$ cat config.mk
export PLATFORM = sky130hd
export DESIGN_NAME = rrmq_walker_flat
export DESIGN_NICKNAME = d
export VERILOG_FILES = /design/src/rtl/rrmq_pkg.sv /design/src/rtl/rrmq_if.sv /design/src/rtl/rrmq_walker.sv /design/src/flat_wrapper.sv
export SDC_FILE = /design/constraint.sdc
export NUM_CORES = 1
export LEC_CHECK = 0
export BUFFER_PORTS_ARGS = -buffer_cell sky130_fd_sc_hd__buf_4
export CELL_PAD_IN_SITES_DETAIL_PLACEMENT = 1
export CELL_PAD_IN_SITES_GLOBAL_PLACEMENT = 1
export CORE_MARGIN = 3
export CORE_UTILIZATION = 45
export CTS_BUF_LIST = sky130_fd_sc_hd__clkbuf_8
export DETAILED_ROUTE_END_ITERATION = 8
export PLACE_DENSITY_LB_ADDON = 0.1
export REMOVE_ABC_BUFFERS = 1
export SYNTH_ARGS = -nofsm -noshare
export SYNTH_HDL_FRONTEND = slang
export SYNTH_SLANG_ARGS = --single-unit
$ cat constraint.sdc
create_clock -name clk_i -period 18.6 [get_ports clk_i]
set_input_delay 0.93 -clock clk_i [delete_from_list [all_inputs] [get_ports clk_i]]
set_output_delay 0.93 -clock clk_i [all_outputs]
set_load 0.03 [all_outputs]
$ cat src/rtl/rrmq_pkg.sv
// ----------------------------------------------------------------------------
// rrmq_pkg
// Shared codes and types of the rectangle range-minimum quadtree block.
// ----------------------------------------------------------------------------
package rrmq_pkg;

  // Operation codes carried by an input word.
  localparam logic OP_INSERT = 1'b0;
  localparam logic OP_QUERY  = 1'b1;

  // Width of the signed price field.
  localparam int unsigned PRICE_W = 32;

  // Walker states, one-hot.
  typedef enum logic [4:0] {
    ST_CLEAR = 5'b00001,
    ST_IDLE  = 5'b00010,
    ST_READ  = 5'b00100,
    ST_EVAL  = 5'b01000,
    ST_DONE  = 5'b10000
  } state_e;

endpackage

$ cat src/rtl/rrmq_if.sv
// ----------------------------------------------------------------------------
// rrmq_if
// Request and result channels of the range-minimum quadtree block.
// ----------------------------------------------------------------------------
interface rrmq_in_if #(
  parameter int unsigned COORD_BITS = 5
);
  logic                           valid;
  logic                           ready;
  logic                           operation;
  logic [COORD_BITS-1:0]          point_x;
  logic [COORD_BITS-1:0]          point_y;
  logic signed [rrmq_pkg::PRICE_W-1:0] point_price;
  logic [COORD_BITS-1:0]          x_low;
  logic [COORD_BITS-1:0]          x_high;
  logic [COORD_BITS-1:0]          y_low;
  logic [COORD_BITS-1:0]          y_high;

  modport source (output valid, operation, point_x, point_y, point_price,
                  x_low, x_high, y_low, y_high, input ready);
  modport sink   (input valid, operation, point_x, point_y, point_price,
                  x_low, x_high, y_low, y_high, output ready);
endinterface

interface rrmq_out_if #(
  parameter int unsigned COORD_BITS = 5
);
  logic                           valid;
  logic                           ready;
  logic                           found;
  logic signed [rrmq_pkg::PRICE_W-1:0] best_price;
  logic [COORD_BITS-1:0]          best_x;
  logic [COORD_BITS-1:0]          best_y;

  modport source (output valid, found, best_price, best_x, best_y, input ready);
  modport sink   (input valid, found, best_price, best_x, best_y, output ready);
endinterface

$ cat src/rtl/rrmq_walker.sv
// ----------------------------------------------------------------------------
// rrmq_walker
// Sequencer that clears the node store, walks insert paths and searches
// the quadtree depth first for a query, reading then evaluating each node.
// ----------------------------------------------------------------------------
module rrmq_walker #(
  parameter int unsigned COORD_BITS = 5,
  parameter int unsigned SEQ_BITS   = 16,
  parameter int unsigned NODE_COUNT = 1365,
  parameter int unsigned AW         = 11,
  parameter int unsigned EW         = 59
) (
  input  logic          clk_i,
  input  logic          rst_ni,
  rrmq_in_if.sink       in_i,
  rrmq_out_if.source    out_o,
  output logic          ram_we_o,
  output logic [AW-1:0] ram_addr_o,
  output logic [EW-1:0] ram_wdata_o,
  input  logic [EW-1:0] ram_rdata_i
);
  import rrmq_pkg::*;

  localparam int unsigned CB = COORD_BITS;
  localparam int unsigned PW = 2 * COORD_BITS;
  localparam int unsigned KW = EW - 1;
  localparam int unsigned LW = $clog2(COORD_BITS + 1);

  state_e state_q, state_d;

  logic [LW-1:0]          lev_q, lev_d;
  logic [PW-1:0]          path_q, path_d;
  logic                   op_q, op_d;
  logic [SEQ_BITS-1:0]    seq_q, seq_d;
  logic [AW-1:0]          clr_q, clr_d;
  logic [PRICE_W-1:0]     price_q, price_d;
  logic [CB-1:0]          px_q, px_d, py_q, py_d;
  logic [CB-1:0]          xl_q, xl_d, xh_q, xh_d, yl_q, yl_d, yh_q, yh_d;
  logic                   bvld_q, bvld_d;
  logic [KW-1:0]          bkey_q, bkey_d;

  logic                   ovld_q, ovld_d;
  logic                   ofound_q, ofound_d;
  logic [PRICE_W-1:0]     oprice_q, oprice_d;
  logic [CB-1:0]          ox_q, ox_d, oy_q, oy_d;

  logic [PW-1:0]          base;
  logic [PW-1:0]          prefix;
  logic [AW-1:0]          node_addr;
  logic [CB-1:0]          lox, loy, span, hix, hiy;
  logic [PW:0]            nxt_sum;
  logic [LW-1:0]          nxt_lev;
  logic [PW-1:0]          ins_path;
  logic [EW-1:0]          cand;
  logic                   e_vld;
  logic [KW-1:0]          e_key;
  logic                   overlap, covered, at_leaf;
  logic                   in_acc, out_acc;

  // Strict order on entries; an empty entry is the largest. The price is
  // signed, so its top bit is flipped for an unsigned compare.
  function automatic logic entry_less(input logic a_vld, input logic [KW-1:0] a_key,
                                      input logic b_vld, input logic [KW-1:0] b_key);
    logic [KW-1:0] ka;
    logic [KW-1:0] kb;
    ka = {~a_key[KW-1], a_key[KW-2:0]};
    kb = {~b_key[KW-1], b_key[KW-2:0]};
    return a_vld && (!b_vld || (ka < kb));
  endfunction

  assign in_acc  = in_i.valid && in_i.ready;
  assign out_acc = ovld_q && out_o.ready;

  // Node index: level base plus the path prefix above the current level.
  always_comb begin
    base = '0;
    for (int i = 0; i < CB; i++) begin
      if (i < int'(lev_q)) base[2*i] = 1'b1;
    end
    prefix    = path_q >> (PW - 2 * int'(lev_q));
    node_addr = AW'(base) + AW'(prefix);
  end

  // Node square bounds from the interleaved path.
  always_comb begin
    for (int i = 0; i < CB; i++) begin
      lox[i] = path_q[2*i];
      loy[i] = path_q[2*i+1];
    end
    span = CB'((32'd1 << (CB - int'(lev_q))) - 32'd1);
    hix  = lox | span;
    hiy  = loy | span;
  end

  // Next node after this subtree: bump the digit of this level and pop
  // back to the lowest digit that is nonzero.
  always_comb begin
    nxt_sum = {1'b0, path_q} + ((PW + 1)'(1) << (PW - 2 * int'(lev_q)));
    nxt_lev = '0;
    for (int d = CB - 1; d >= 0; d--) begin
      if (nxt_sum[2*d +: 2] != 2'b00) nxt_lev = LW'(CB - d);
    end
  end

  // Interleaved leaf path of an incoming point.
  always_comb begin
    for (int i = 0; i < CB; i++) begin
      ins_path[2*i]   = in_i.point_x[i];
      ins_path[2*i+1] = in_i.point_y[i];
    end
  end

  assign cand    = {1'b1, price_q, seq_q, px_q, py_q};
  assign e_vld   = ram_rdata_i[EW-1];
  assign e_key   = ram_rdata_i[KW-1:0];
  assign overlap = !(xh_q < lox || xl_q > hix || yh_q < loy || yl_q > hiy);
  assign covered = (xl_q <= lox) && (xh_q >= hix) && (yl_q <= loy) && (yh_q >= hiy);
  assign at_leaf = (lev_q == LW'(CB));

  // Sequencer.
  always_comb begin
    state_d  = state_q;
    lev_d    = lev_q;
    path_d   = path_q;
    op_d     = op_q;
    seq_d    = seq_q;
    clr_d    = clr_q;
    price_d  = price_q;
    px_d     = px_q;
    py_d     = py_q;
    xl_d     = xl_q;
    xh_d     = xh_q;
    yl_d     = yl_q;
    yh_d     = yh_q;
    bvld_d   = bvld_q;
    bkey_d   = bkey_q;
    ovld_d   = ovld_q && !out_acc;
    ofound_d = ofound_q;
    oprice_d = oprice_q;
    ox_d     = ox_q;
    oy_d     = oy_q;
    ram_we_o    = 1'b0;
    ram_addr_o  = node_addr;
    ram_wdata_o = cand;

    unique case (state_q)
      ST_CLEAR: begin
        ram_we_o    = 1'b1;
        ram_addr_o  = clr_q;
        ram_wdata_o = '0;
        clr_d       = clr_q + 1'b1;
        if (clr_q == AW'(NODE_COUNT - 1)) state_d = ST_IDLE;
      end
      ST_IDLE: begin
        if (in_acc) begin
          op_d    = in_i.operation;
          price_d = in_i.point_price;
          px_d    = in_i.point_x;
          py_d    = in_i.point_y;
          xl_d    = in_i.x_low;
          xh_d    = in_i.x_high;
          yl_d    = in_i.y_low;
          yh_d    = in_i.y_high;
          lev_d   = '0;
          path_d  = (in_i.operation == OP_INSERT) ? ins_path : '0;
          bvld_d  = 1'b0;
          state_d = ST_READ;
        end
      end
      ST_READ: begin
        state_d = ST_EVAL;
      end
      ST_EVAL: begin
        if (op_q == OP_INSERT) begin
          // Update this node on the way down, then step one level deeper or, at the leaf, finish.
          ram_we_o = entry_less(1'b1, cand[KW-1:0], e_vld, e_key);
          if (at_leaf) begin
            if (seq_q != '1) seq_d = seq_q + 1'b1;
            state_d = ST_IDLE;
          end else begin
            lev_d   = lev_q + 1'b1;
            state_d = ST_READ;
          end
        end else begin
          if (e_vld && overlap && !covered && !at_leaf) begin
            lev_d   = lev_q + 1'b1;
            state_d = ST_READ;
          end else begin
            if (e_vld && overlap && covered &&
                entry_less(e_vld, e_key, bvld_q, bkey_q)) begin
              bvld_d = 1'b1;
              bkey_d = e_key;
            end
            if (nxt_sum[PW]) begin
              state_d = ST_DONE;
            end else begin
              path_d  = nxt_sum[PW-1:0];
              lev_d   = nxt_lev;
              state_d = ST_READ;
            end
          end
        end
      end
      ST_DONE: begin
        if (!ovld_q || out_o.ready) begin
          ovld_d   = 1'b1;
          ofound_d = bvld_q;
          oprice_d = bvld_q ? bkey_q[KW-1 -: PRICE_W] : '0;
          ox_d     = bvld_q ? bkey_q[2*CB-1:CB] : '0;
          oy_d     = bvld_q ? bkey_q[CB-1:0] : '0;
          state_d  = ST_IDLE;
        end
      end
      default: state_d = ST_CLEAR;
    endcase
  end

  // Control registers.
  always_ff @(posedge clk_i or negedge rst_ni) begin
    if (!rst_ni) begin
      state_q <= ST_CLEAR;
      clr_q   <= '0;
      seq_q   <= '0;
      ovld_q  <= 1'b0;
      bvld_q  <= 1'b0;
    end else begin
      state_q <= state_d;
      clr_q   <= clr_d;
      seq_q   <= seq_d;
      ovld_q  <= ovld_d;
      bvld_q  <= bvld_d;
    end
  end

  // Payload registers.
  always_ff @(posedge clk_i) begin
    lev_q    <= lev_d;
    path_q   <= path_d;
    op_q     <= op_d;
    price_q  <= price_d;
    px_q     <= px_d;
    py_q     <= py_d;
    xl_q     <= xl_d;
    xh_q     <= xh_d;
    yl_q     <= yl_d;
    yh_q     <= yh_d;
    bkey_q   <= bkey_d;
    ofound_q <= ofound_d;
    oprice_q <= oprice_d;
    ox_q     <= ox_d;
    oy_q     <= oy_d;
  end

  assign in_i.ready       = (state_q == ST_IDLE);
  assign out_o.valid      = ovld_q;
  assign out_o.found      = ofound_q;
  assign out_o.best_price = oprice_q;
  assign out_o.best_x     = ox_q;
  assign out_o.best_y     = oy_q;

endmodule

$ cat src/flat_wrapper.sv
// flat-port wrapper written by rule: the top's interface ports become plain ports
module rrmq_walker_flat import rrmq_pkg::*;
#(
  parameter int unsigned COORD_BITS = 5,
  parameter int unsigned SEQ_BITS   = 16,
  parameter int unsigned NODE_COUNT = 1365,
  parameter int unsigned AW         = 11,
  parameter int unsigned EW         = 59
)
  (clk_i, rst_ni, ram_we_o, ram_addr_o, ram_wdata_o, ram_rdata_i, in_i_valid, in_i_operation, in_i_point_x, in_i_point_y, in_i_point_price, in_i_x_low, in_i_x_high, in_i_y_low, in_i_y_high, in_i_ready, out_o_valid, out_o_found, out_o_best_price, out_o_best_x, out_o_best_y, out_o_ready);
  rrmq_in_if #(.COORD_BITS(COORD_BITS)) in_i_i ();
  rrmq_out_if #(.COORD_BITS(COORD_BITS)) out_o_i ();
  input  logic clk_i;
  input  logic rst_ni;
  output logic ram_we_o;
  output logic [AW-1:0] ram_addr_o;
  output logic [EW-1:0] ram_wdata_o;
  input  logic [EW-1:0] ram_rdata_i;
  input wire logic [$bits(in_i_i.valid)-1:0] in_i_valid;
  input wire logic [$bits(in_i_i.operation)-1:0] in_i_operation;
  input wire logic [$bits(in_i_i.point_x)-1:0] in_i_point_x;
  input wire logic [$bits(in_i_i.point_y)-1:0] in_i_point_y;
  input wire logic [$bits(in_i_i.point_price)-1:0] in_i_point_price;
  input wire logic [$bits(in_i_i.x_low)-1:0] in_i_x_low;
  input wire logic [$bits(in_i_i.x_high)-1:0] in_i_x_high;
  input wire logic [$bits(in_i_i.y_low)-1:0] in_i_y_low;
  input wire logic [$bits(in_i_i.y_high)-1:0] in_i_y_high;
  output wire logic [$bits(in_i_i.ready)-1:0] in_i_ready;
  output wire logic [$bits(out_o_i.valid)-1:0] out_o_valid;
  output wire logic [$bits(out_o_i.found)-1:0] out_o_found;
  output wire logic [$bits(out_o_i.best_price)-1:0] out_o_best_price;
  output wire logic [$bits(out_o_i.best_x)-1:0] out_o_best_x;
  output wire logic [$bits(out_o_i.best_y)-1:0] out_o_best_y;
  input wire logic [$bits(out_o_i.ready)-1:0] out_o_ready;
  assign in_i_i.valid = in_i_valid;
  assign in_i_i.operation = in_i_operation;
  assign in_i_i.point_x = in_i_point_x;
  assign in_i_i.point_y = in_i_point_y;
  assign in_i_i.point_price = in_i_point_price;
  assign in_i_i.x_low = in_i_x_low;
  assign in_i_i.x_high = in_i_x_high;
  assign in_i_i.y_low = in_i_y_low;
  assign in_i_i.y_high = in_i_y_high;
  assign in_i_ready = in_i_i.ready;
  assign out_o_valid = out_o_i.valid;
  assign out_o_found = out_o_i.found;
  assign out_o_best_price = out_o_i.best_price;
  assign out_o_best_x = out_o_i.best_x;
  assign out_o_best_y = out_o_i.best_y;
  assign out_o_i.ready = out_o_ready;
  rrmq_walker #(.COORD_BITS(COORD_BITS), .SEQ_BITS(SEQ_BITS), .NODE_COUNT(NODE_COUNT), .AW(AW), .EW(EW)) u_core (.clk_i(clk_i), .rst_ni(rst_ni), .in_i(in_i_i), .out_o(out_o_i), .ram_we_o(ram_we_o), .ram_addr_o(ram_addr_o), .ram_wdata_o(ram_wdata_o), .ram_rdata_i(ram_rdata_i));
endmodule
Yosys cells after proc, flatten, opt, wreduce, memory -nomap -nowiden. Cells that the tools add are included.

Register bits: 211. Latch bits: 0. Memory bits (writable): 0. Bits in read-only memories: 0. Bits of input ports: 126. Output and inout bits: 116. Word-level logic and storage cells: 150. Memories kept: 0.

$add $sub $neg: 8. $mul: 0. Div/mod/pow operators: 0. Magnitude comparators: 15. Eq/ne operators: 17. Shift operators: 3. Multiplexer cells: 41. Bitwise operators: 7. Reductions and logical operators: 39.

Operator list (number): $lt A58 B58 Y1 (2); $mux W59 (1); $mux W10 (5); $shl A1 B32 Y11 const A (1); $shl A1 B32 Y5 const A (1); $shr A10 B32 Y10 (1); $mux W5 (6); $pmux W5 S5 (1); $mux W3 (8); $pmux W10 S2 (1); $add A16 B1 Y16 const B (1); $ne A16 B16 Y1 const B (1); $mux W1 (13); $logic_and A1 B1 Y1 (12); $reduce_and A4 Y1 (3); $reduce_bool A2 Y1 (6); $add A10 B11 Y11 (1); $add A11 B1 Y11 const B (1); $add A9 B10 Y11 (1); $eq A11 B11 Y1 const B (1); $mux W11 (1); $ge A5 B5 Y1 (2); $gt A5 B5 Y1 (2); $le A5 B5 Y1 (2); 28 further kinds (56).

Logic depth before layout (Yosys ltp). Gate-level depths: netlist of the first run.

Depth after elaboration: 16. Depth in mapped cells: 18. Mapped depth without buffers: 16.

Least setup slack after synthesis of the first run. Ideal clock, no wire load.

Path kind: register to register. From: register u_core.lev_q[1]. To: register u_core.bkey_q[0], enable pin. Setup time: 0.522 ns. Arrival: 7.053 ns. Required time: 18.078 ns. Setup slack: 11.025 ns. Stages on the path, launching flop included: 18. Buffers on the path: 2. Period minus slack after synthesis: 7.575 ns. Cell sequence: edfxtp_1 > buf_6 > clkinv_1 > ha_1 > clkbuf_8 > nor2b_1 > nand2_1 > ha_1 > xor2_1 > nor2_1 > ha_1 > a21oi_1 > o21ai_0 > maj3_1 > a21oi_1 > nor2_1 > nand4b_1 > a2111oi_2.

Longest elaborated chain between the ends: 14. Elaborated cells between the ends (all ways): 26. Those cells by class: 2 x add/sub; 4 x order compare; 1 x eq/ne; 1 x shift; 3 x bitwise; 15 x reduce/logical.

Ends and longest elaborated chain: from (decl) (line rrmq_walker.sv:31) `logic [LW-1:0] lev_q, lev_d;`; from (signal assigned) (line rrmq_walker.sv:237) `lev_q <= lev_d;`; $sub A3 B3 Y4 (line rrmq_walker.sv:90) `span = CB'((32'd1 << (CB - int'(lev_q))) - 32'd1);`; $shl A1 B32 Y5 (line rrmq_walker.sv:90); $sub A5 B1 Y5 (line rrmq_walker.sv:90); $or A5 B5 Y5 (line rrmq_walker.sv:91) `hix = lox | span;`; $gt A5 B5 Y1 (line rrmq_walker.sv:116) `assign overlap = !(xh_q < lox || xl_q > hix || yh_q < loy || yl_q > hiy);`; $logic_or A1 B1 Y1 (3 in series) (line rrmq_walker.sv:116); $logic_not A1 Y1 (line rrmq_walker.sv:116); $logic_and A1 B1 Y1 (line rrmq_walker.sv:185, rrmq_walker.sv:189); $logic_and A1 B1 Y1 (2 in series) (line rrmq_walker.sv:185) `if (e_vld && overlap && !covered && !at_leaf) begin`; $not A1 Y1 (no line); $reduce_and A4 Y1 (no line) (*); to (signal assigned) (line rrmq_walker.sv:247) `bkey_q <= bkey_d;`; to (decl) (line rrmq_walker.sv:40) `logic [KW-1:0] bkey_q, bkey_d;`.

Mark *: on every way between the ends. The rest lies on a longest branch, timed or not. A chain may end at the register's enable or synchronous reset.

Worst setup path after layout of the first run.
From: register u_core.lev_q[1]. To: output ram_addr_o[9].

Longest elaborated chain between the ends: 4. Elaborated cells between the ends (all ways): 14. Those cells by class: 2 x add/sub; 5 x order compare; 1 x shift; 6 x mux.

Ends and longest elaborated chain: $sub A4 B4 Y5 (tied with other cells) (line rrmq_walker.sv:80) `prefix = path_q >> (PW - 2 * int'(lev_q));`; $shr A10 B32 Y10 or $mux W1 (tied branches) (line rrmq_walker.sv:80, rrmq_walker.sv:78); $add A9 B10 Y11 (*) (line rrmq_walker.sv:81) `node_addr = AW'(base) + AW'(prefix);`; $mux W11 (*) (line rrmq_walker.sv:146) `unique case (state_q)`; to (decl) (line flat_wrapper.sv:16) `output logic [AW-1:0] ram_addr_o;`.

Marks and branches as above.

==> results of run 1 <==
==> worst paths after layout <==
kind                       slack [ns]                 to  cells past startpoint              from
setup reg to reg                12.63  u_core.bkey_q[15]                     16   u_core.lev_q[1]
setup / recovery                12.62      ram_addr_o[9]                     16   u_core.lev_q[1]
min in group clk_i               0.52   u_core.clr_q[10]                      1  u_core.clr_q[10]
hold / removal                   0.36    u_core.seq_q[9]                      1            rst_ni
max in group asynchronous       17.88  u_core.state_q[0]                      1            rst_ni
hold reg to reg                  0.52   u_core.clr_q[10]                      1  u_core.clr_q[10]
==> registers in the layout, summed over array words and instances, names as in the netlist, 3 cells and up <==
register	count
u_core.px_q	5
u_core.out_o.best_x	5
u_core.yl_q	5
u_core.lev_q	3
u_core.xh_q	5
u_core.bkey_q	58
u_core.xl_q	5
u_core.price_q	32
u_core.path_q	10
u_core.out_o.best_y	5
u_core.yh_q	5
u_core.py_q	5
u_core.out_o.best_price	32
u_core.state_q	5
u_core.clr_q	11
u_core.seq_q	16
==> synthesized netlist by cell type, types with 10 or more instances <==
library cell	n
nand2b_1	13
nand4_1	27
ha_1	173
and2_1	103
xnor2_1	30
a21oi_1	52
a21o_1	31
nor2b_1	10
nor3_1	17
dfrtp_1	33
nand2_1	74
inv_1	141
nand3b_1	14
nor2_1	57
nand3_1	20
clkbuf_1	16
o21ai_0	41
edfxtp_1	177
xor2_1	14
==> per-layer routing <==
layer	up-vias	track usage, %	part of all wire [%]
met3	61	3.94	5.1
met5	-	0	0
met2	240	40.3	48
li1	4793	-	-
met4	0	7.42	2.7
met1	4829	31.0	44
==> layout make-up <==
| type | instances | area share, % |
|---|---|---|
| tap | 378 | 2.96 |
| multi-input combinational | 813 | 38.8 |
| sequential | 211 | 38.5 |
| timing repair buffer | 248 | 11.6 |
| clock buffer | 43 | 3.70 |
| inverter | 142 | 3.33 |
| clock inverter | 25 | 1.01 |
==> through the flow <==
step,power [mW],std cells
2_1_floorplan,0.793,1166
6_report,1.39,1860
3_5_place_dp,0.963,1792
4_1_cts,1.41,1860
3_3_place_gp,0.953,1792
5_1_grt,1.46,1860
==> cells by family after synthesis <==
group	count (synthesis)
xor gates and xnor gates	44
adders and majority gates	175
DFF	211
buffers and inverters	166
muxes	12
and+or+nand+nor	383
AOI/OAI and AO/OA	199
==> power by group <==
| part | leakage, nW | internal (mW) | switching, mW |
|---|---|---|---|
| Sequential | 2.17 | 0.532 | 0.0202 |
| Combinational | 4.97 | 0.149 | 0.249 |
| Clock | 0.426 | 0.240 | 0.199 |
| Total | 7.56 | 0.921 | 0.468 |
==> worst max-delay path: stages (launching register included) <==
cell      delay [ns]
edfxtp_1        0.82
clkinv_1        0.50
ha_1            0.62
nor2_1          0.15
a32oi_1         0.22
nor2_1          0.06
a31oi_1         0.18
nor2_1          0.07
ha_1            0.23
and3b_1         0.19
a41oi_1         0.29
o31ai_4         0.15
a31o_2          0.27
a221oi_2        0.35
nor4b_1         0.09
nand3b_1        0.16
buf_4           0.17
==> results.md, run 1 <==
- Status: finished, final reports clean
- Antenna Cells: 0
- Die width: around 180 um
- First-pass DRT Iterations: 6
- Simple-Gate Fraction of Synth Area: 16.3%
- Dominant cell type by area after synthesis: edfxtp_1
- Placeable Area: between 20000 and 30000 um2
- RSZ-0062 raised after global routing: no
- Antenna violations before repair: 0
- XOR/XNOR Fraction of Synth Area: 2.96%
- CP Capture Type: output pin
- Max_cap viols: 0
- TritonCTS clock tree: yes
- Largest net degree at the start of global routing: 64
- CP arrival: between 5 and 6 ns
- Final Core Density: between 50% and 60%
- Mean post-synth cell area: 11.0 um2
- Clk_skew: ~0.030 ns
- Synth top area share: 40.8%
- Post-Route WL: roughly 37000 um
- Fill cells: 3074
- Post-synth ARST share: 16.1%
- Area delta synth->final: 22.7%
- # resized after CTS: 0
- WS Path Type: flip-flop to output pin
- Routability cong.: 0.913
- Detailed-route wire length per cell: ~20 um
- Post-Place Setup Slack: ~13 ns
- Pins over their slew limit: 0
- Commonest non-fill, non-tap cell in the layout: buf_4
- Hold Buf Count CTS: 0
- Final Worst Setup Slack: ~13 ns
- Via density: between 5 and 6
- FF+latch count, synth: between 200 and 250
- GRT overflow: 0
- Largest cells by area after synthesis: edfxtp_1 41%, ha_1 17%, dfrtp_1 6.3%, and2_1 4.9%, inv_1 4.1%
- Tmin final: around 6.0 ns
- PD cells: a little under 90 nW/um2
- Skew-Pair Late Insertion Delay: 0.54 ns
- PortBufs: approximately 240
- Share of cells above drive strength 1: 22.3%
- Final hold vios: 0
- Sink Count: about 210
- DR vias: a little under 10000
- Slew headroom: 39.8%
- Post-route cell area: between 15000 and 20000 um2
- Synth Flop Type: edfxtp_1
- GRT Total Usage: 23.7%
- Hold WC Path Type: input pin to asynchronous set/reset pin
- Worst-path maximum fanout: 19
- First-pass GRT wire length: slightly below 60000 um
- Max Clk Rate: between 150 and 200 MHz
- Clock buffer count from CTS: 40
- Leak: ~7.6 nW
- Clock Tree Buf Depth: 3
- Num ports: about 240
- Die area: between 30000 and 40000 um2
- Adder and majority gate portion of the synthesized area: between 15 and 20%
- Clock slew at the register clock pins of the worst setup and hold paths: 0.06 ns
- Accumulated negative setup slack: 0 ns
- Antenna-violating nets left: 0
- CTS H-tree lvls: 2
- Yosys cell types: 83
- Initial core utilization: a little under half
- Highest ir drop seen on vdd: 65.6 uV
- Largest family of logic cells by synthesized area: adder cells
- Register Area: between 6000 and 7000 um2
- Die H: between 150 and 200 um
- Required @ worst endpoint: roughly 18 ns
- Nets@finish: between 1500 and 2000
- Yosys warning count: 0
- Register area share after synthesis: between 40% and 50%
- FP Rows: 61
- Most frequent cells in the layout: 248 x buf_4, 177 x edfxtp_1, 173 x ha_1
- DRT iter0 DRCs: 513
- Multi-input gate area: just over 6000 um2
- Crit start category: flip-flop
- Setup Fix Bufs, Post-CTS: 0
- Clk root buf: clkbuf_8
- Compound-Gate Fraction of Synth Area: between 10% and 20%
- Cells after Synth: about 1200
- WHS: ~0.36 ns
- Placed Area: about 15000 um2
- Setup violations, final: 0
- Post-synth EDFFs: roughly 180
- Tcrit/Tclk final: 32.1%
- DP HPWL: 28400 um
- # DRC: 0
- Worst Max-Slew Pin Slew: roughly 0.90 ns
- Multiplexer share of the synthesized area: ~1.1%
- Cell Area, Synth: around 13000 um2
- Number of global-route vias before repair: ~11000
No activity file was read; power rests on OpenSTA's default activity.
==> run 2: changes to the inputs <==
- ABC_AREA: not set -> 1
- CORE_UTILIZATION: 45 -> 44
- clock period: 18.6 -> 6.3 ns (I/O delays scaled with it)
==> results.md, run 2 <==
- CP Capture Type: flip-flop (was output pin)
- Dominant cell type by area after synthesis: edfxtp_1 (unchanged)
- Post-synth EDFFs: 177 (unchanged)
- Clock buffer count from CTS: 41 (was 40)
- Register area share after synthesis: 47.2% (was 47.3%)
- # resized after CTS: 0 (unchanged)
- Crit start category: flip-flop (unchanged)
- WHS: 0.0629 ns (was 0.359 ns)
- Max_cap viols: 0 (unchanged)
- DP HPWL: 28900 um (was 28400 um)
- Tcrit/Tclk final: approximately 70%
- TritonCTS clock tree: yes (unchanged)
- CP startpoint: u_core.lev_q[1] (unchanged)
- Die area: 31800 um2 (was 31100 um2)
- Clk_skew: 0.0398 ns (was 0.0303 ns)
- Largest cells by area after synthesis: edfxtp_1 41%, ha_1 17%, inv_1 9.2%, nand2_1 6.5%, dfrtp_1 6.3% (was edfxtp_1 41%, ha_1 17%, dfrtp_1 6.3%, and2_1 4.9%, inv_1 4.1%)
- Leak: 8.60 nW (was 7.56 nW)
- Die H: 178 um (was 176 um)
- Clock slew at the register clock pins of the worst setup and hold paths: 0.06 ns (about the same)
- Placed Area: 15400 um2 (was 15200 um2)
- Synth top area share: 40.7% (was 40.8%)
- Status: finished, final reports clean (unchanged)
- Area delta synth->final: 33.1% (was 22.7%)
- Commonest non-fill, non-tap cell in the layout: inv_1 (was buf_4)
- Max Clk Rate: between 200 and 250 MHz
- Sink Count: 211 (unchanged)
- Setup violations, final: 0 (unchanged)
- Worst Hold Launch: in_i_valid
- Routability cong.: 0.862 (was 0.913)
- First-pass GRT wire length: 62900 um (was 58200 um)
- Post-route cell area: 17400 um2 (was 16000 um2)
- Most frequent cells in the layout: 331 x inv_1, 245 x buf_4, 228 x nand2_1 (was 248 x buf_4, 177 x edfxtp_1, 173 x ha_1)
- PD cells: 286 nW/um2 (was 86.9 nW/um2)
- Post-Route WL: 40700 um (was 36700 um)
- Worst-path maximum fanout: 64 (was 19)
- Via density: 5.04 (was 5.33)
- Mean post-synth cell area: 9.23 um2 (was 11.0 um2)
- Slew headroom: 36.5% (was 39.8%)
- Antenna-violating nets left: 0 (unchanged)
- Pins over their slew limit: 0 (unchanged)
- Max reg flops: 58 (unchanged)
- Synth Flop Type: edfxtp_1 (unchanged)
- Post-Place Setup Slack: 1.81 ns (was 12.61 ns)
- Hold WC Path Type: input pin to flip-flop (was input pin to asynchronous set/reset pin)
- Worst reg2reg startpoint: u_core.lev_q[1] (unchanged)
- # DRC: 0 (unchanged)
- GRT Total Usage: 25.3% (was 23.7%)
- Die width: 178 um (was 176 um)
- Required @ worst endpoint: 6.44 ns (was 17.67 ns)
- Detailed-route wire length per cell: 18.3 um (was 19.7 um)
- DR vias: 11200 (was 9923)
- Worst Max-Slew Pin Slew: 0.940 ns (was 0.903 ns)
- Setup Fix Bufs, Post-CTS: 0 (unchanged)
- CTS H-tree lvls: 2 (unchanged)
- Share of cells above drive strength 1: 18.3% (was 22.3%)
- Initial core utilization: 45.1% (was 46.3%)
- PortBufs: 241 (unchanged)
- Hold Buf Count CTS: 122 (was 0)
- Clock Tree Buf Depth: 3 (unchanged)
- Final Worst Setup Slack: 1.78 ns (was 12.62 ns)
- Antenna violations before repair: 5 (was 0)
- Yosys warning count: 0 (unchanged)
- Most frequent cell after synthesis: inv_1 (was edfxtp_1)
- RSZ-0062 raised after global routing: no (unchanged)
- Skew-Pair Late Insertion Delay: 0.56 ns (was 0.54 ns)
- Clk root buf: clkbuf_8 (unchanged)
- WS Path Type: flip-flop to flip-flop (was flip-flop to output pin)
- Tmin final: ~4.5 ns
- Highest ir drop seen on vdd: 185 uV (was 65.6 uV)
- FP Rows: 62 (was 61)
- Num ports: 242 (unchanged)
- FF+latch count, synth: 211 (unchanged)
- Cell Area, Synth: 13100 um2 (was 13000 um2)
- Post-synth ARST share: 16.1% (unchanged)
- First-pass DRT Iterations: 5 (was 6)
- Largest register by flop count: u_core.bkey_q (unchanged)
- Yosys cell types: 48 (was 83)
- GRT overflow: 0 (unchanged)
- Accumulated negative setup slack: 0 ns (unchanged)
- Top cells by count, synth: 319 x inv_1, 228 x nand2_1, 177 x edfxtp_1 (was 177 x edfxtp_1, 173 x ha_1, 141 x inv_1)
- Final hold vios: 0 (unchanged)
- Tot Pwr: 4.97 mW (was 1.39 mW)
- Largest net degree at the start of global routing: 65 (was 64)
- Placeable Area: 29000 um2 (was 28200 um2)
- CP arrival: 4.66 ns (was 5.05 ns)
- DRT iter0 DRCs: 466 (was 513)
- Cells after Synth: 1417 (was 1190)
- Number of global-route vias before repair: 12100 (was 10800)
- Nets@finish: 2110 (was 1755)
==> run 2: cell types whose count changed in the layout (fill, tap and decap cells not counted), sizes merged, moves of 11 or more <==
cell / previous run / this run
nand2b: 14 / 0
nand3: 20 / 33
inv: 151 / 346
nand2: 74 / 229
dlygate4sd3: 0 / 122
xor2: 14 / 32
nand3b: 14 / 3
nor2: 58 / 127
a21o: 32 / 2
and2: 105 / 1
xnor2: 30 / 4
a21oi: 52 / 84
==> run 2: final timing paths <==
check	to	slack (ns)	cells past startpoint
max	u_core.yl_q[4]	1.78	20
min	u_core.state_q[1]	0.06	4
max reg2reg	u_core.yl_q[4]	1.78	20
min reg2reg	u_core.clr_q[9]	0.50	1
max in group asynchronous	u_core.state_q[0]	5.62	2
min in group asynchronous	u_core.seq_q[13]	0.29	2
==> run 2: routing by layer <==
layer	up-vias	wire [um]	global-route usage [%]
met5	-	0	0
met4	0	1530	9.94
met3	102	2060	4.45
met2	286	20700	46.1
met1	5366	16400	29.3
li1	5486	-	-
==> run 2: cells by family (layout without fill, tap and decap cells) <==
kind of cell             after synthesis  after routing  share of synthesized area, %
AND/OR/NAND/NOR                      468            468                          15.8
adder cells (fa/ha/maj)              173            173                          16.6
AO/OA/AOI/OAI                        178            178                          7.99
buffers and inverters                351            776                          10.1
XOR/XNOR                              36             36                          2.41
flip-flops                           211            211                          47.2
other                                  0              5                             0
==> run 2: per-stage QoR <==
stage	instances	utilization, %
after floorplan	1401	-
after global placement	2030	52.9
after detailed placement	2030	52.9
after CTS	2226	59.9
after global routing	2231	60.0
final	2231	60.0
==> run 2: cell type report <==
type,count,area (um2)
fill,3301,11600
sequential,211,6170
multi-input combinational,855,5610
timing repair buffer,367,3060
inverter,335,1260
clock buffer,48,661
tap,384,480
clock inverter,26,145
antenna,5,12.5
==> run 2: power breakdown <==
part / switching, mW / internal [mW]
sequential: 0.139 / 1.67
combinational: 1.18 / 0.624
clock: 0.621 / 0.738
total: 1.94 / 3.03
==> run 2: critical path, stage by stage (launching register included) <==
cell	delay (ns)
edfxtp_1	0.54
inv_1	0.21
ha_1	0.46
inv_2	0.07
nor2_1	0.17
inv_2	0.06
nor2_1	0.12
inv_1	0.12
nand2_1	0.10
xnor2_1	0.15
nor2_1	0.10
ha_1	0.33
nand2_1	0.07
nor3_1	0.18
nor3_1	0.08
nor2_1	0.14
a21boi_1	0.10
nand4_1	0.11
nand3_1	0.16
nor2_4	0.12
buf_4	0.70
==> run 3: changes to the inputs <==
- clock period: 6.3 -> 4.45 ns (I/O delays scaled with it)
==> results.md, run 3 (same netlist as run 2, synthesis figures left out) <==
- Levels on crit path: 20 (unchanged)
- Top Layer Used: met4 (unchanged)
- DR vias: 11500 (was 11200)
- Number of global-route vias before repair: 12700 (was 12100)
- Initial core utilization: 45.1% (unchanged)
- PortBufs: 241 (unchanged)
- Fill cells: 3342 (was 3301)
- Die area: 31800 um2 (unchanged)
- Die width: 178 um (unchanged)
- Sw power: 2.84 mW (was 1.94 mW)
- R2R Path End: u_core.bkey_q[19] (was u_core.yl_q[4])
- Clk_skew: 0.0400 ns (was 0.0398 ns)
- Nets@finish: 2119 (was 2110)
- CTS H-tree lvls: 2 (unchanged)
- Most frequent cells in the layout: 331 x inv_1, 247 x buf_4, 228 x nand2_1 (was 331 x inv_1, 245 x buf_4, 228 x nand2_1)
- Max_cap viols: 0 (unchanged)
- Commonest non-fill, non-tap cell in the layout: inv_1 (unchanged)
- CP cell instances: buf_4, ha_1, nor2_2, inv_2, o22ai_1, inv_1, a221oi_1, ha_1, ha_1, nand2_1, inv_1, o21ai_1, nor2_1, o21ai_1, nor2_1, o21ai_0, nand2_1, nand3_1, nand2_1, buf_4 (was inv_1, ha_1, inv_2, nor2_1, inv_2, nor2_1, inv_1, nand2_1, xnor2_1, nor2_1, ha_1, nand2_1, nor3_1, nor3_1, nor2_1, a21boi_1, nand4_1, nand3_1, nor2_4, buf_4)
- First-pass GRT wire length: 67600 um (was 62900 um)
- Antenna-violating nets left: 0 (unchanged)
- Pins over their slew limit: 0 (unchanged)
- DRT iter0 DRCs: 639 (was 466)
- Routed wl met3: 1980 um (was 2060 um)
- Share of cells above drive strength 1: 19.0% (was 18.3%)
- PD cells: 413 nW/um2 (was 286 nW/um2)
- Worst r2r path cells: 22 (was 20)
- # DRC: 0 (unchanged)
- CP Capture Type: output pin (was flip-flop)
- Slowest Stage Delay on Critical Path: 0.39 ns (was 0.70 ns)
- Detailed-route wire length per cell: 19.5 um (was 18.3 um)
- Largest register by flop count: u_core.bkey_q (unchanged)
- Sink Count: 211 (unchanged)
- Crit start category: flip-flop (unchanged)
- GRT overflow: 0 (unchanged)
- Switching Fraction: 39.1% (about the same)
- Worst reg2reg startpoint: u_core.lev_q[2] (was u_core.lev_q[1])
- Logic pwr share: 35.9% (was 36.4%)
- Area delta synth->final: 34.6% (was 33.1%)
- Die H: 178 um (unchanged)
- Final hold vios: 0 (unchanged)
- Hold WC Path Type: input pin to flip-flop (unchanged)
- GRT Total Usage: 27.3% (was 25.3%)
- Worst-path maximum fanout: 8 (was 64)
- Clk root buf: clkbuf_8 (unchanged)
- Leak: 8.70 nW (was 8.60 nW)
- Tcrit/Tclk final: approximately 90%
- Worst Max-Slew Pin Slew: 1.02 ns (was 0.940 ns)
- Skew-Pair Late Insertion Delay: 0.56 ns (about the same)
- Clock Tree Buf Depth: 3 (unchanged)
- Tot Pwr: 7.27 mW (was 4.97 mW)
- Placeable Area: 29000 um2 (unchanged)
- RSZ-0062 raised after global routing: no (unchanged)
- Slowest stage cell, crit path: edfxtp_1 (was buf_4)
- Routability cong.: 0.873 (was 0.862)
- Critical path endpoint: ram_addr_o[8] (was u_core.yl_q[4])
- Max reg flops: 58 (unchanged)
- WL met2: 22900 um (was 20700 um)
- Slew headroom: 30.8% (was 36.5%)
- Seq pwr share: 35.2% (was 36.3%)
- Clock buffer count from CTS: 41 (unchanged)
- Crit path buf inv count: 5 (unchanged)
- Num ports: 242 (unchanged)
- First-pass DRT Iterations: 4 (was 5)
- Required @ worst endpoint: 4.23 ns (was 6.44 ns)
- DP HPWL: 29100 um (was 28900 um)
- Post-Route WL: 43600 um (was 40700 um)
- CP arrival: 3.85 ns (was 4.66 ns)
- WS Path Type: flip-flop to output pin (was flip-flop to flip-flop)
- Final Core Density: 60.7% (was 60.0%)
- Via density: 5.13 (was 5.04)
- Largest net degree at the start of global routing: 72 (was 65)
- Antenna violations before repair: 2 (was 5)
- Setup violations, final: 0 (unchanged)
- Highest ir drop seen on vdd: 293 uV (was 185 uV)
- R2r setup slk: 0.49 ns (was 1.78 ns)
- Tmin final: about 4 ns
- TritonCTS clock tree: yes (unchanged)
- Status: finished, final reports clean (unchanged)
- CP top delay family: simple AND/OR/NAND/NOR gates (unchanged)
- Accumulated negative setup slack: 0 ns (unchanged)
- FP Rows: 62 (unchanged)
- Post-Route M1 WL: 17100 um (was 16400 um)
- Clk pwr share: 28.9% (was 27.3%)
- Clock slew at the register clock pins of the worst setup and hold paths: 0.05 ns (was 0.06 ns)
- Pint: 4.43 mW (was 3.03 mW)
- Max Clk Rate: approximately 250 MHz
- CP startpoint: u_core.lev_q[1] (unchanged)
==> run 3: cell types whose count changed in the layout (fill, tap and decap cells not counted), sizes merged <==
cell and delta:
buf +8, diode -3, dlygate4sd3 +1, clkbuf -3, inv -1, clkinv +3
bufinv +3
==> run 3: layer usage <==
layer | global-route usage (%) | vias up
li1 | - | 5487
met1 | 30.4 | 5560
met2 | 51.9 | 331
met3 | 4.36 | 111
met4 | 10.1 | 0
met5 | 0 | -
==> run 3: power by group through the flow <==
stage	combinational (mW)	sequential [mW]	clock, mW
6_report	2.61	2.56	2.10
5_1_grt	2.85	2.58	2.23
4_1_cts	2.57	2.55	2.11
3_5_place_dp	2.46	2.58	0
3_3_place_gp	2.39	2.58	0
2_1_floorplan	1.55	2.52	0
==> run 3: what timing repair did <==
| action | CTS | global route |
|---|---|---|
| hold endpoints to repair | 156 | 0 |
| hold buffers | 123 | 0 |
| gates resized for setup | 0 | 1 |
| buffers inserted | 0 | 2 |
| endpoints found under the setup margin | 0 | 48 |
==> run 3: per-stage QoR <==
| step | area (um2) | std cells | hold slack, ns | setup WS, ns |
|---|---|---|---|---|
| after global routing | 17600 | 2239 | 0.0198 | 0.0273 |
| after global placement | 15500 | 2036 | 0.218 | 0.533 |
| after floorplan | 13000 | 1401 | -0.0731 | -1.57 |
| final | 17600 | 2239 | 0.0143 | 0.381 |
| after CTS | 17600 | 2235 | 0.00310 | 0.316 |
| after detailed placement | 15500 | 2036 | 0.224 | 0.390 |
==> run 3: worst min-delay path, cell delays in order <==
cell	delay, ns
buf_4	0.08
nor2_1	0.06
inv_1	0.08
nand2_1	0.06
==> run 3: worst min path at each step <==
stage	from	to	slack, ns	cells past startpoint
floorplan	rst_ni	u_core.bvld_q	-0.07	0
global placement	rst_ni	u_core.seq_q[9]	0.22	1
detailed placement	rst_ni	u_core.seq_q[9]	0.22	1
CTS	out_o_ready	u_core.out_o.valid	0.003	4
global route	out_o_ready	u_core.out_o.valid	0.02	4
finish	out_o_ready	u_core.out_o.valid	0.01	4
==> run 3: final cells by class <==
class	instances	area, um2	area share [%]
antenna	2	5.00	0.0284
clock buffer	45	619	3.52
clock inverter	31	250	1.42
inverter	335	1260	7.14
multi-input combinational	855	5610	31.9
sequential	211	6170	35.0
tap	384	480	2.73
timing repair buffer	376	3210	18.2
